`config.mk`:
```
export PLATFORM = sky130hd
export DESIGN_NAME = polyphase_upsample_by_two_unit
export DESIGN_NICKNAME = d
export VERILOG_FILES = /design/src/rtl/pus2_pkg.sv /design/src/rtl/polyphase_upsample_by_two_unit.sv /design/src/rtl/pus2_ctrl.sv /design/src/rtl/pus2_dp.sv
export SDC_FILE = /design/constraint.sdc
export NUM_CORES = 1
export LEC_CHECK = 0
export BUFFER_PORTS_ARGS = -buffer_cell sky130_fd_sc_hd__buf_2
export CAP_MARGIN = 20
export CORE_ASPECT_RATIO = 0.5
export CORE_UTILIZATION = 58
export CTS_CLUSTER_DIAMETER = 100
export CTS_CLUSTER_SIZE = 20
export DETAILED_ROUTE_END_ITERATION = 8
export HOLD_SLACK_MARGIN = 0.08
export PLACE_DENSITY = 0.77
export SLEW_MARGIN = 20
export SYNTH_ARGS = -nofsm -noshare
export SYNTH_HDL_FRONTEND = slang
export SYNTH_SLANG_ARGS = --single-unit
export TNS_END_PERCENT = 100
```
`constraint.sdc`:
```
create_clock -name clk -period 7.3 [get_ports clk]
set_input_delay 1.095 -clock clk [delete_from_list [all_inputs] [get_ports clk]]
set_output_delay 1.095 -clock clk [all_outputs]
set_load 0.05 [all_outputs]
```
`src/rtl/pus2_pkg.sv`:
```
// Shared types, constants and the coefficient table for the 2x polyphase upsampler.
// Used by pus2_ctrl, pus2_dp and polyphase_upsample_by_two_unit; depends on nothing.
package pus2_pkg;

  localparam int FILTER_TAPS = 40;
  localparam int HALF        = FILTER_TAPS / 2;
  localparam int SAMPLE_BITS = 8;
  localparam int LINE_BITS   = 12;
  localparam int COEF_W      = 18;
  localparam int PROD_W      = COEF_W + SAMPLE_BITS + 1;
  localparam int ACC_W       = PROD_W + 1;
  localparam int FRAC        = 16;

  localparam int J_W   = $clog2(HALF);
  localparam int D_W   = $clog2(HALF - 1);
  localparam int K_W   = J_W + 1;
  localparam int POS_W = $clog2(HALF);
  localparam int Q_W   = J_W + 1;

  // Output offset within one step: last output of a regular step and of a flush.
  localparam int D_LAST_RUN   = 1;
  localparam int D_LAST_FLUSH = HALF - 2;
  // First output of a step sits at 2n - D_LEAD; negative positions are dropped.
  localparam int D_LEAD       = HALF - 3;

  typedef struct packed {
    logic           accept;
    logic           issue;
    logic           clear;
    logic           load;
    logic           last;
    logic           done;
    logic [D_W-1:0] d;
    logic [J_W-1:0] j;
  } dp_cmd_t;

  typedef struct packed {
    logic [D_W-1:0] d_first;
    logic           no_out;
    logic           line_end;
    logic           out_free;
  } dp_sts_t;

  // Q.16 coefficients with the factor two folded in.
  function automatic logic signed [COEF_W-1:0] coef_at(input logic [K_W-1:0] k);
    logic signed [COEF_W-1:0] c;
    unique case (k)
      6'd0:  c = -18'sd39;
      6'd1:  c = -18'sd128;
      6'd2:  c = 18'sd235;
      6'd3:  c = 18'sd360;
      6'd4:  c = -18'sd508;
      6'd5:  c = -18'sd679;
      6'd6:  c = 18'sd879;
      6'd7:  c = 18'sd1110;
      6'd8:  c = -18'sd1381;
      6'd9:  c = -18'sd1698;
      6'd10: c = 18'sd2074;
      6'd11: c = 18'sd2527;
      6'd12: c = -18'sd3084;
      6'd13: c = -18'sd3790;
      6'd14: c = 18'sd4721;
      6'd15: c = 18'sd6023;
      6'd16: c = -18'sd8010;
      6'd17: c = -18'sd11499;
      6'd18: c = 18'sd19485;
      6'd19: c = 18'sd58938;
      6'd20: c = 18'sd58938;
      6'd21: c = 18'sd19485;
      6'd22: c = -18'sd11499;
      6'd23: c = -18'sd8010;
      6'd24: c = 18'sd6023;
      6'd25: c = 18'sd4721;
      6'd26: c = -18'sd3790;
      6'd27: c = -18'sd3084;
      6'd28: c = 18'sd2527;
      6'd29: c = 18'sd2074;
      6'd30: c = -18'sd1698;
      6'd31: c = -18'sd1381;
      6'd32: c = 18'sd1110;
      6'd33: c = 18'sd879;
      6'd34: c = -18'sd679;
      6'd35: c = -18'sd508;
      6'd36: c = 18'sd360;
      6'd37: c = 18'sd235;
      6'd38: c = -18'sd128;
      6'd39: c = -18'sd39;
      default: c = '0;
    endcase
    return c;
  endfunction

endpackage

```
`src/rtl/polyphase_upsample_by_two_unit.sv`:
```
// Top level of the 2x polyphase line upsampler: controller plus datapath.
// Depends on pus2_pkg, pus2_ctrl and pus2_dp.
//
// Usage:
//  - Input channel (in_valid/in_ready): one 8-bit sample of a line per item;
//    in_line_end marks the last sample and flushes the rest of the line.
//  - Output channel (out_valid/out_ready): interpolated samples, two per input
//    from the tenth sample of a line on, one for the ninth; out_run_last flags
//    the last result of an input item, out_line_done the final output of the line.
//  - Each output is a 20-tap MAC on one shared multiplier: one tap per cycle,
//    then a drain step for the product register, then a load step that rounds
//    into the output register. An input item takes an accept and a start step,
//    then these steps for each of its outputs: none for the first eight samples
//    of a line, up to two for a regular item, up to 19 for a flush.
//  - The output register decouples the sides: the next input is taken while
//    the last result of the previous one still waits. A stalled receiver
//    holds the sequencer in its load step; nothing is dropped.
//  - Reset clears the line position and both valid flags; the sample window
//    needs no clearing since slots before the line start read the first sample.
module polyphase_upsample_by_two_unit import pus2_pkg::*; (
  input  logic                   clk,
  input  logic                   rst_n,
  input  logic                   in_valid,
  output logic                   in_ready,
  input  logic [SAMPLE_BITS-1:0] in_sample,
  input  logic                   in_line_end,
  output logic                   out_valid,
  input  logic                   out_ready,
  output logic [SAMPLE_BITS-1:0] out_sample,
  output logic                   out_run_last,
  output logic                   out_line_done
);

  dp_cmd_t cmd;
  dp_sts_t sts;

  // Sequence outputs of an item and taps of an output.
  pus2_ctrl u_ctrl (
    .clk      (clk),
    .rst_n    (rst_n),
    .in_valid (in_valid),
    .in_ready (in_ready),
    .sts      (sts),
    .cmd      (cmd)
  );

  // Hold the window, run the MAC, hold the result until taken.
  pus2_dp u_dp (
    .clk           (clk),
    .rst_n         (rst_n),
    .in_sample     (in_sample),
    .in_line_end   (in_line_end),
    .out_ready     (out_ready),
    .cmd           (cmd),
    .sts           (sts),
    .out_valid     (out_valid),
    .out_sample    (out_sample),
    .out_run_last  (out_run_last),
    .out_line_done (out_line_done)
  );

  // A result is loaded only into a free output slot.
  a_load_free: assert property (@(posedge clk) disable iff (!rst_n)
    cmd.load |-> (!out_valid || out_ready))
    else $error("result loaded over a pending output");

  // No tap is issued while the block can take a new item.
  a_idle_quiet: assert property (@(posedge clk) disable iff (!rst_n)
    in_ready |-> !cmd.issue && !cmd.load)
    else $error("datapath busy while input is open");

  // The final output of a line closes the run of its item.
  a_done_last: assert property (@(posedge clk) disable iff (!rst_n)
    out_valid && out_line_done |-> out_run_last)
    else $error("line_done without run_last");

  // A loaded result is presented in the next cycle.
  a_load_valid: assert property (@(posedge clk) disable iff (!rst_n)
    cmd.load |=> out_valid)
    else $error("loaded result not presented");

endmodule

```
`src/rtl/pus2_ctrl.sv`:
```
// Sequencer for the 2x upsampler: walks outputs and taps, drives the datapath.
// Depends on pus2_pkg.
module pus2_ctrl import pus2_pkg::*; (
  input  logic    clk,
  input  logic    rst_n,
  input  logic    in_valid,
  output logic    in_ready,
  input  dp_sts_t sts,
  output dp_cmd_t cmd
);

  localparam logic [2:0] S_IDLE  = 3'd0;
  localparam logic [2:0] S_START = 3'd1;
  localparam logic [2:0] S_TAP   = 3'd2;
  localparam logic [2:0] S_DRAIN = 3'd3;
  localparam logic [2:0] S_LOAD  = 3'd4;

  logic [2:0]     state_r, state_nxt;
  logic [D_W-1:0] d_r, d_nxt;
  logic [J_W-1:0] j_r, j_nxt;
  logic [D_W-1:0] d_last;

  assign d_last   = sts.line_end ? D_W'(D_LAST_FLUSH) : D_W'(D_LAST_RUN);
  assign in_ready = (state_r == S_IDLE);

  always_comb begin
    state_nxt  = state_r;
    d_nxt      = d_r;
    j_nxt      = j_r;
    cmd        = '0;
    cmd.d      = d_r;
    cmd.j      = j_r;
    unique case (state_r)
      S_IDLE: begin
        if (in_valid) begin
          cmd.accept = 1'b1;
          state_nxt  = S_START;
        end
      end
      S_START: begin
        if (sts.no_out) begin
          state_nxt = S_IDLE;
        end else begin
          d_nxt     = sts.d_first;
          j_nxt     = '0;
          state_nxt = S_TAP;
        end
      end
      S_TAP: begin
        cmd.issue = 1'b1;
        cmd.clear = (j_r == '0);
        if (j_r == J_W'(HALF - 1)) begin
          state_nxt = S_DRAIN;
        end else begin
          j_nxt = j_r + 1'b1;
        end
      end
      S_DRAIN: begin
        state_nxt = S_LOAD;
      end
      S_LOAD: begin
        if (sts.out_free) begin
          cmd.load = 1'b1;
          cmd.last = (d_r == d_last);
          cmd.done = (d_r == d_last) && sts.line_end;
          if (d_r == d_last) begin
            state_nxt = S_IDLE;
          end else begin
            d_nxt     = d_r + 1'b1;
            j_nxt     = '0;
            state_nxt = S_TAP;
          end
        end
      end
      default: begin
        state_nxt = S_IDLE;
      end
    endcase
  end

  always_ff @(posedge clk) begin
    if (!rst_n) begin
      state_r <= S_IDLE;
      d_r     <= '0;
      j_r     <= '0;
    end else begin
      state_r <= state_nxt;
      d_r     <= d_nxt;
      j_r     <= j_nxt;
    end
  end

endmodule

```
`src/rtl/pus2_dp.sv`:
```
// Datapath of the 2x upsampler: sample window, tap select, MAC, round/saturate, output register.
// Depends on pus2_pkg.
module pus2_dp import pus2_pkg::*; (
  input  logic                   clk,
  input  logic                   rst_n,
  input  logic [SAMPLE_BITS-1:0] in_sample,
  input  logic                   in_line_end,
  input  logic                   out_ready,
  input  dp_cmd_t                cmd,
  output dp_sts_t                sts,
  output logic                   out_valid,
  output logic [SAMPLE_BITS-1:0] out_sample,
  output logic                   out_run_last,
  output logic                   out_line_done
);

  localparam logic signed [ACC_W-1:0] RND_HALF = ACC_W'(1) <<< (FRAC - 1);

  logic [SAMPLE_BITS-1:0]   win_r [HALF];
  logic [SAMPLE_BITS-1:0]   first_r;
  logic [LINE_BITS-1:0]     count_r;
  logic [LINE_BITS-1:0]     n_r;
  logic                     end_r;
  logic signed [PROD_W-1:0] prod_r, prod_nxt;
  logic                     prod_v_r;
  logic signed [ACC_W-1:0]  acc_r, acc_nxt;
  logic                     out_valid_r;
  logic [SAMPLE_BITS-1:0]   out_sample_r;
  logic                     out_run_last_r;
  logic                     out_line_done_r;

  logic [Q_W-1:0]           q;
  logic [POS_W-1:0]         pos;
  logic                     use_first;
  logic [SAMPLE_BITS-1:0]   tap_sample;
  logic [K_W-1:0]           k;
  logic signed [PROD_W-1:0] coef_ext, smp_ext;
  logic signed [ACC_W-1:0]  rnd;
  logic [SAMPLE_BITS-1:0]   res;
  logic [LINE_BITS:0]       n2;
  logic [LINE_BITS:0]       lead;

  // Tap j of output offset d reads window slot (d/2)+j, clamped at the newest entry;
  // slots before line start read the first sample.
  assign q          = Q_W'(cmd.d >> 1) + Q_W'(cmd.j);
  assign pos        = (q > Q_W'(HALF - 1)) ? POS_W'(HALF - 1) : q[POS_W-1:0];
  assign use_first  = ({1'b0, n_r} + (LINE_BITS + 1)'(q)) < (LINE_BITS + 1)'(HALF - 1);
  assign tap_sample = use_first ? first_r : win_r[pos];
  assign k          = {cmd.j, ~cmd.d[0]};
  assign coef_ext   = PROD_W'(coef_at(k));
  assign smp_ext    = PROD_W'($signed({1'b0, tap_sample}));
  assign prod_nxt   = coef_ext * smp_ext;

  always_comb begin
    acc_nxt = acc_r;
    if (cmd.clear) begin
      acc_nxt = '0;
    end else if (prod_v_r) begin
      acc_nxt = acc_r + ACC_W'(prod_r);
    end
  end

  // Clamp negative to zero, round half up, clamp to full scale.
  assign rnd = acc_r + RND_HALF;
  always_comb begin
    priority if (acc_r < 0) begin
      res = '0;
    end else if (|rnd[ACC_W-1:FRAC+SAMPLE_BITS]) begin
      res = '1;
    end else begin
      res = rnd[FRAC+SAMPLE_BITS-1:FRAC];
    end
  end

  // First output offset of this step; earlier ones fall before the line start.
  assign n2   = {n_r, 1'b0};
  assign lead = (LINE_BITS + 1)'(D_LEAD) - n2;
  always_comb begin
    sts          = '0;
    sts.d_first  = (n2 >= (LINE_BITS + 1)'(D_LEAD)) ? '0 : lead[D_W-1:0];
    sts.no_out   = !end_r && (sts.d_first > D_W'(D_LAST_RUN));
    sts.line_end = end_r;
    sts.out_free = !out_valid_r || out_ready;
  end

  always_ff @(posedge clk) begin
    if (cmd.accept) begin
      for (int i = 0; i < HALF - 1; i++) begin
        win_r[i] <= win_r[i+1];
      end
      win_r[HALF-1] <= in_sample;
      if (count_r == '0) begin
        first_r <= in_sample;
      end
      n_r   <= count_r;
      end_r <= in_line_end;
    end
    prod_r <= prod_nxt;
    acc_r  <= acc_nxt;
    if (cmd.load) begin
      out_sample_r    <= res;
      out_run_last_r  <= cmd.last;
      out_line_done_r <= cmd.done;
    end
  end

  always_ff @(posedge clk) begin
    if (!rst_n) begin
      count_r     <= '0;
      prod_v_r    <= 1'b0;
      out_valid_r <= 1'b0;
    end else begin
      prod_v_r <= cmd.issue;
      if (cmd.accept) begin
        count_r <= in_line_end ? '0 : count_r + 1'b1;
      end
      if (cmd.load) begin
        out_valid_r <= 1'b1;
      end else if (out_ready) begin
        out_valid_r <= 1'b0;
      end
    end
  end

  assign out_valid     = out_valid_r;
  assign out_sample    = out_sample_r;
  assign out_run_last  = out_run_last_r;
  assign out_line_done = out_line_done_r;

endmodule

```
==> out/results.ini <==
[global_routing]
grt.overflow.total = 0
grt_pass1_vias = 13627
grt_max_degree = 72
gr-usage-all-layers = 0.2674
grt_pass1_wl_um = 68620
antenna_found_initial = 0

[yosys]
synth_fa_ha_area_frac = 0.1975
yosysWarnings = 0
synth_seq_cells = 273
synth_top_family_by_area = adder cells
seq_area_frac_synth = 0.4048
ys_async_sr_fraction = 0
syn-num-nets = 1973
synth_compound_area_frac = 0.1531
synth-main-ff-cell = edfxtp_1
synth_top_area_frac = 0.3147
syn_area_mm2 = 0.01822
synthTopCellsByCount = edfxtp_1 (191), inv_1 (190), nor2_1 (153)
synthCells = 1741
synth_most_common_cell = edfxtp_1
yosysTopAreaCell = edfxtp_1
synthXorXnorAreaFrac = 0.03165
synth_edf_count = 191
yosys.area_share.simple = 0.1219
muxShareOfSynthArea = 0.03261
avgSynthCellArea_um2 = 10.47
ys_top_cells_by_area = edfxtp_1 (31%), fa_1 (12%), dfxtp_1 (9.0%)
synth.distinct_cells = 95

[route]
post_drt_wl_per_cell_um = 17.90
dr.pass1.iters = 5
dr_total_vias = 13612
ant_nets = 0
drt_iter0_drc = 1048
wl_um = 41430
drc = 0
routed_via_density = 5.880

[sta]
hold_viol = 0
layout_setup_ws_ns = -0.2610
period_share = 1.036
rsz0062_at_grt = true
setup_viol_count_final = 10
drv_slew = 0
fin_skew_ns = 0.01480
fmax_ghz = 0.1323
worst_pin_slew_ns = 1.090
period_minus_slack_ns = 7.561
max_slew_margin = 0.2711

[layout]
drive_gt1_frac = 0.1781
final-instance-count-excl-fill = 2315
finish.utilization = 0.6792
n_antenna_cell = 0
syn2layout_area_growth_pct = 14.17
fin_area_mm2 = 0.02080
finalNetCount = 2113
fillers = 2303

[clock_network]
cts_root_buf = clkbuf_16
clkSlewWorstSetupHoldPaths_ns = 0.08
clock-sinks = 273
cts_tree = done
cts-hold-fix-buffers = 0
clock_latency_ns = 0.52
clock_path_buffers = 3
cts_buffers = 17
h-tree-depth = 1

[place]
portBuffers = 24
post-place-ws_ns = -0.4803
placed_cell_area_mm2 = 0.01979
dpl.hpwl_um = 29710
gp_congestion = 0.8518
placed_cells = 2260

[floorplanning]
coreArea_mm2 = 0.03063
die_w_um = 252.7
die_y_um = 127.3
fp-row-count = 45
initial_core_util = 0.5949
die-area_mm2 = 0.03217
pin_count = 25

[worst_setup_path]
cp.arrival_ns = 7.96
path_buf_inv = 8
crit_path_top_delay_cell = a2111o_2
cpLargestDelayFamily = adder cells
cp.required_ns = 7.70
startpoint_type = flip-flop
endpoint_kind = flip-flop
crit_path_frequent_cell = fa_1
critPathKind = flip-flop to flip-flop
slowest_delay_ns = 0.55
crit_fanout = 10

[run_status]
violations = negative setup slack
outcome = finished with violations

[worst_hold_path]
hp-class = flip-flop to flip-flop

[job]
maxCapViolations = 0

[flip-flops by register name, summed over array words and instances (netlist names)]
register / cells
u_dp.win_r: 160
u_dp.acc_r: 28
u_ctrl.d_r: 5
u_dp.out_line_done: 1
u_dp.first_r: 8
u_dp.end_r: 1
u_dp.prod_v_r: 1
u_dp.out_run_last: 1
u_dp.out_valid: 1
u_dp.prod_r: 27
u_dp.n_r: 12
u_dp.out_sample: 8
u_ctrl.j_r: 5
u_dp.count_r: 12
u_ctrl.state_r: 3
[repair_timing]
item / CTS / global route
setup buffers: 19 / 4
gates resized for setup: 37 / 31
gates cloned: 2 / 0
endpoints found under the setup margin: 13 / 15
pin swaps: 33 / 22
endpoints found under the hold margin: 0 / 0
[worst paths after layout]
check,from,to,slack (ns),cells past startpoint
max,u_ctrl.j_r[0]$_SDFFE_PN0P_,u_dp.prod_r[24]$_DFF_P_,-0.26,36
min,u_dp.win_r[12][6]$_DFFE_PP_,u_dp.win_r[11][6]$_DFFE_PP_,0.44,0
max reg2reg,u_ctrl.j_r[0]$_SDFFE_PN0P_,u_dp.prod_r[24]$_DFF_P_,-0.26,36
min reg2reg,u_dp.win_r[12][6]$_DFFE_PP_,u_dp.win_r[11][6]$_DFFE_PP_,0.44,0
[routing by layer]
metal / global-route usage / up-vias / wire length, µm
met1: 0.3658 / 6670 / 17930
met3: 0.04645 / 58 / 2888
met4: 0.06025 / 0 / 830
li1: - / 6419 / -
met2: 0.4484 / 465 / 19790
met5: 0 / - / 0
[cell usage in the layout, fill, tap and decap left out, types with 28 or more instances in the layout]
cell type	instances
edfxtp_1	191
inv_1	177
nor2_1	151
buf_4	147
nand2_1	127
fa_1	106
a21oi_1	102
ha_1	95
dfxtp_1	79
o21ai_0	47
xnor2_1	40
mux2i_1	38
nor2b_1	34
a211oi_1	31
a21o_1	28
[cell families after synthesis]
group,count (synthesis)
flip-flops,273
multiplexers,56
adder cells (fa/ha/maj),220
buffers and inverters,258
AO/OA/AOI/OAI,404
AND/OR/NAND/NOR,465
XOR/XNOR,65
[final cells by class]
cell class / instances / area (µm²) / area share
clock buffers: 28 / 476.7 / 0.02291
well taps: 423 / 529.3 / 0.02544
inverters: 194 / 730.7 / 0.03512
flip-flops and latches: 273 / 7383 / 0.3549
clock inverters: 2 / 16.27 / 0.0007819
multi-input cells: 1210 / 10170 / 0.4888
repair buffers: 185 / 1498 / 0.07199
[through the flow]
step	hold WS [ns]	setup TNS [ns]
global placement	0.4214	-1.220
floorplan	0.4180	-0.2319
detailed placement	0.4245	-3.199
CTS	0.4430	-1.569
global route	0.4585	-5.414
finish	0.4425	-1.499
Power is left out: the tool's default activity adds up to more than one toggle a clock period on the data nets, which glitch-free logic cannot reach.
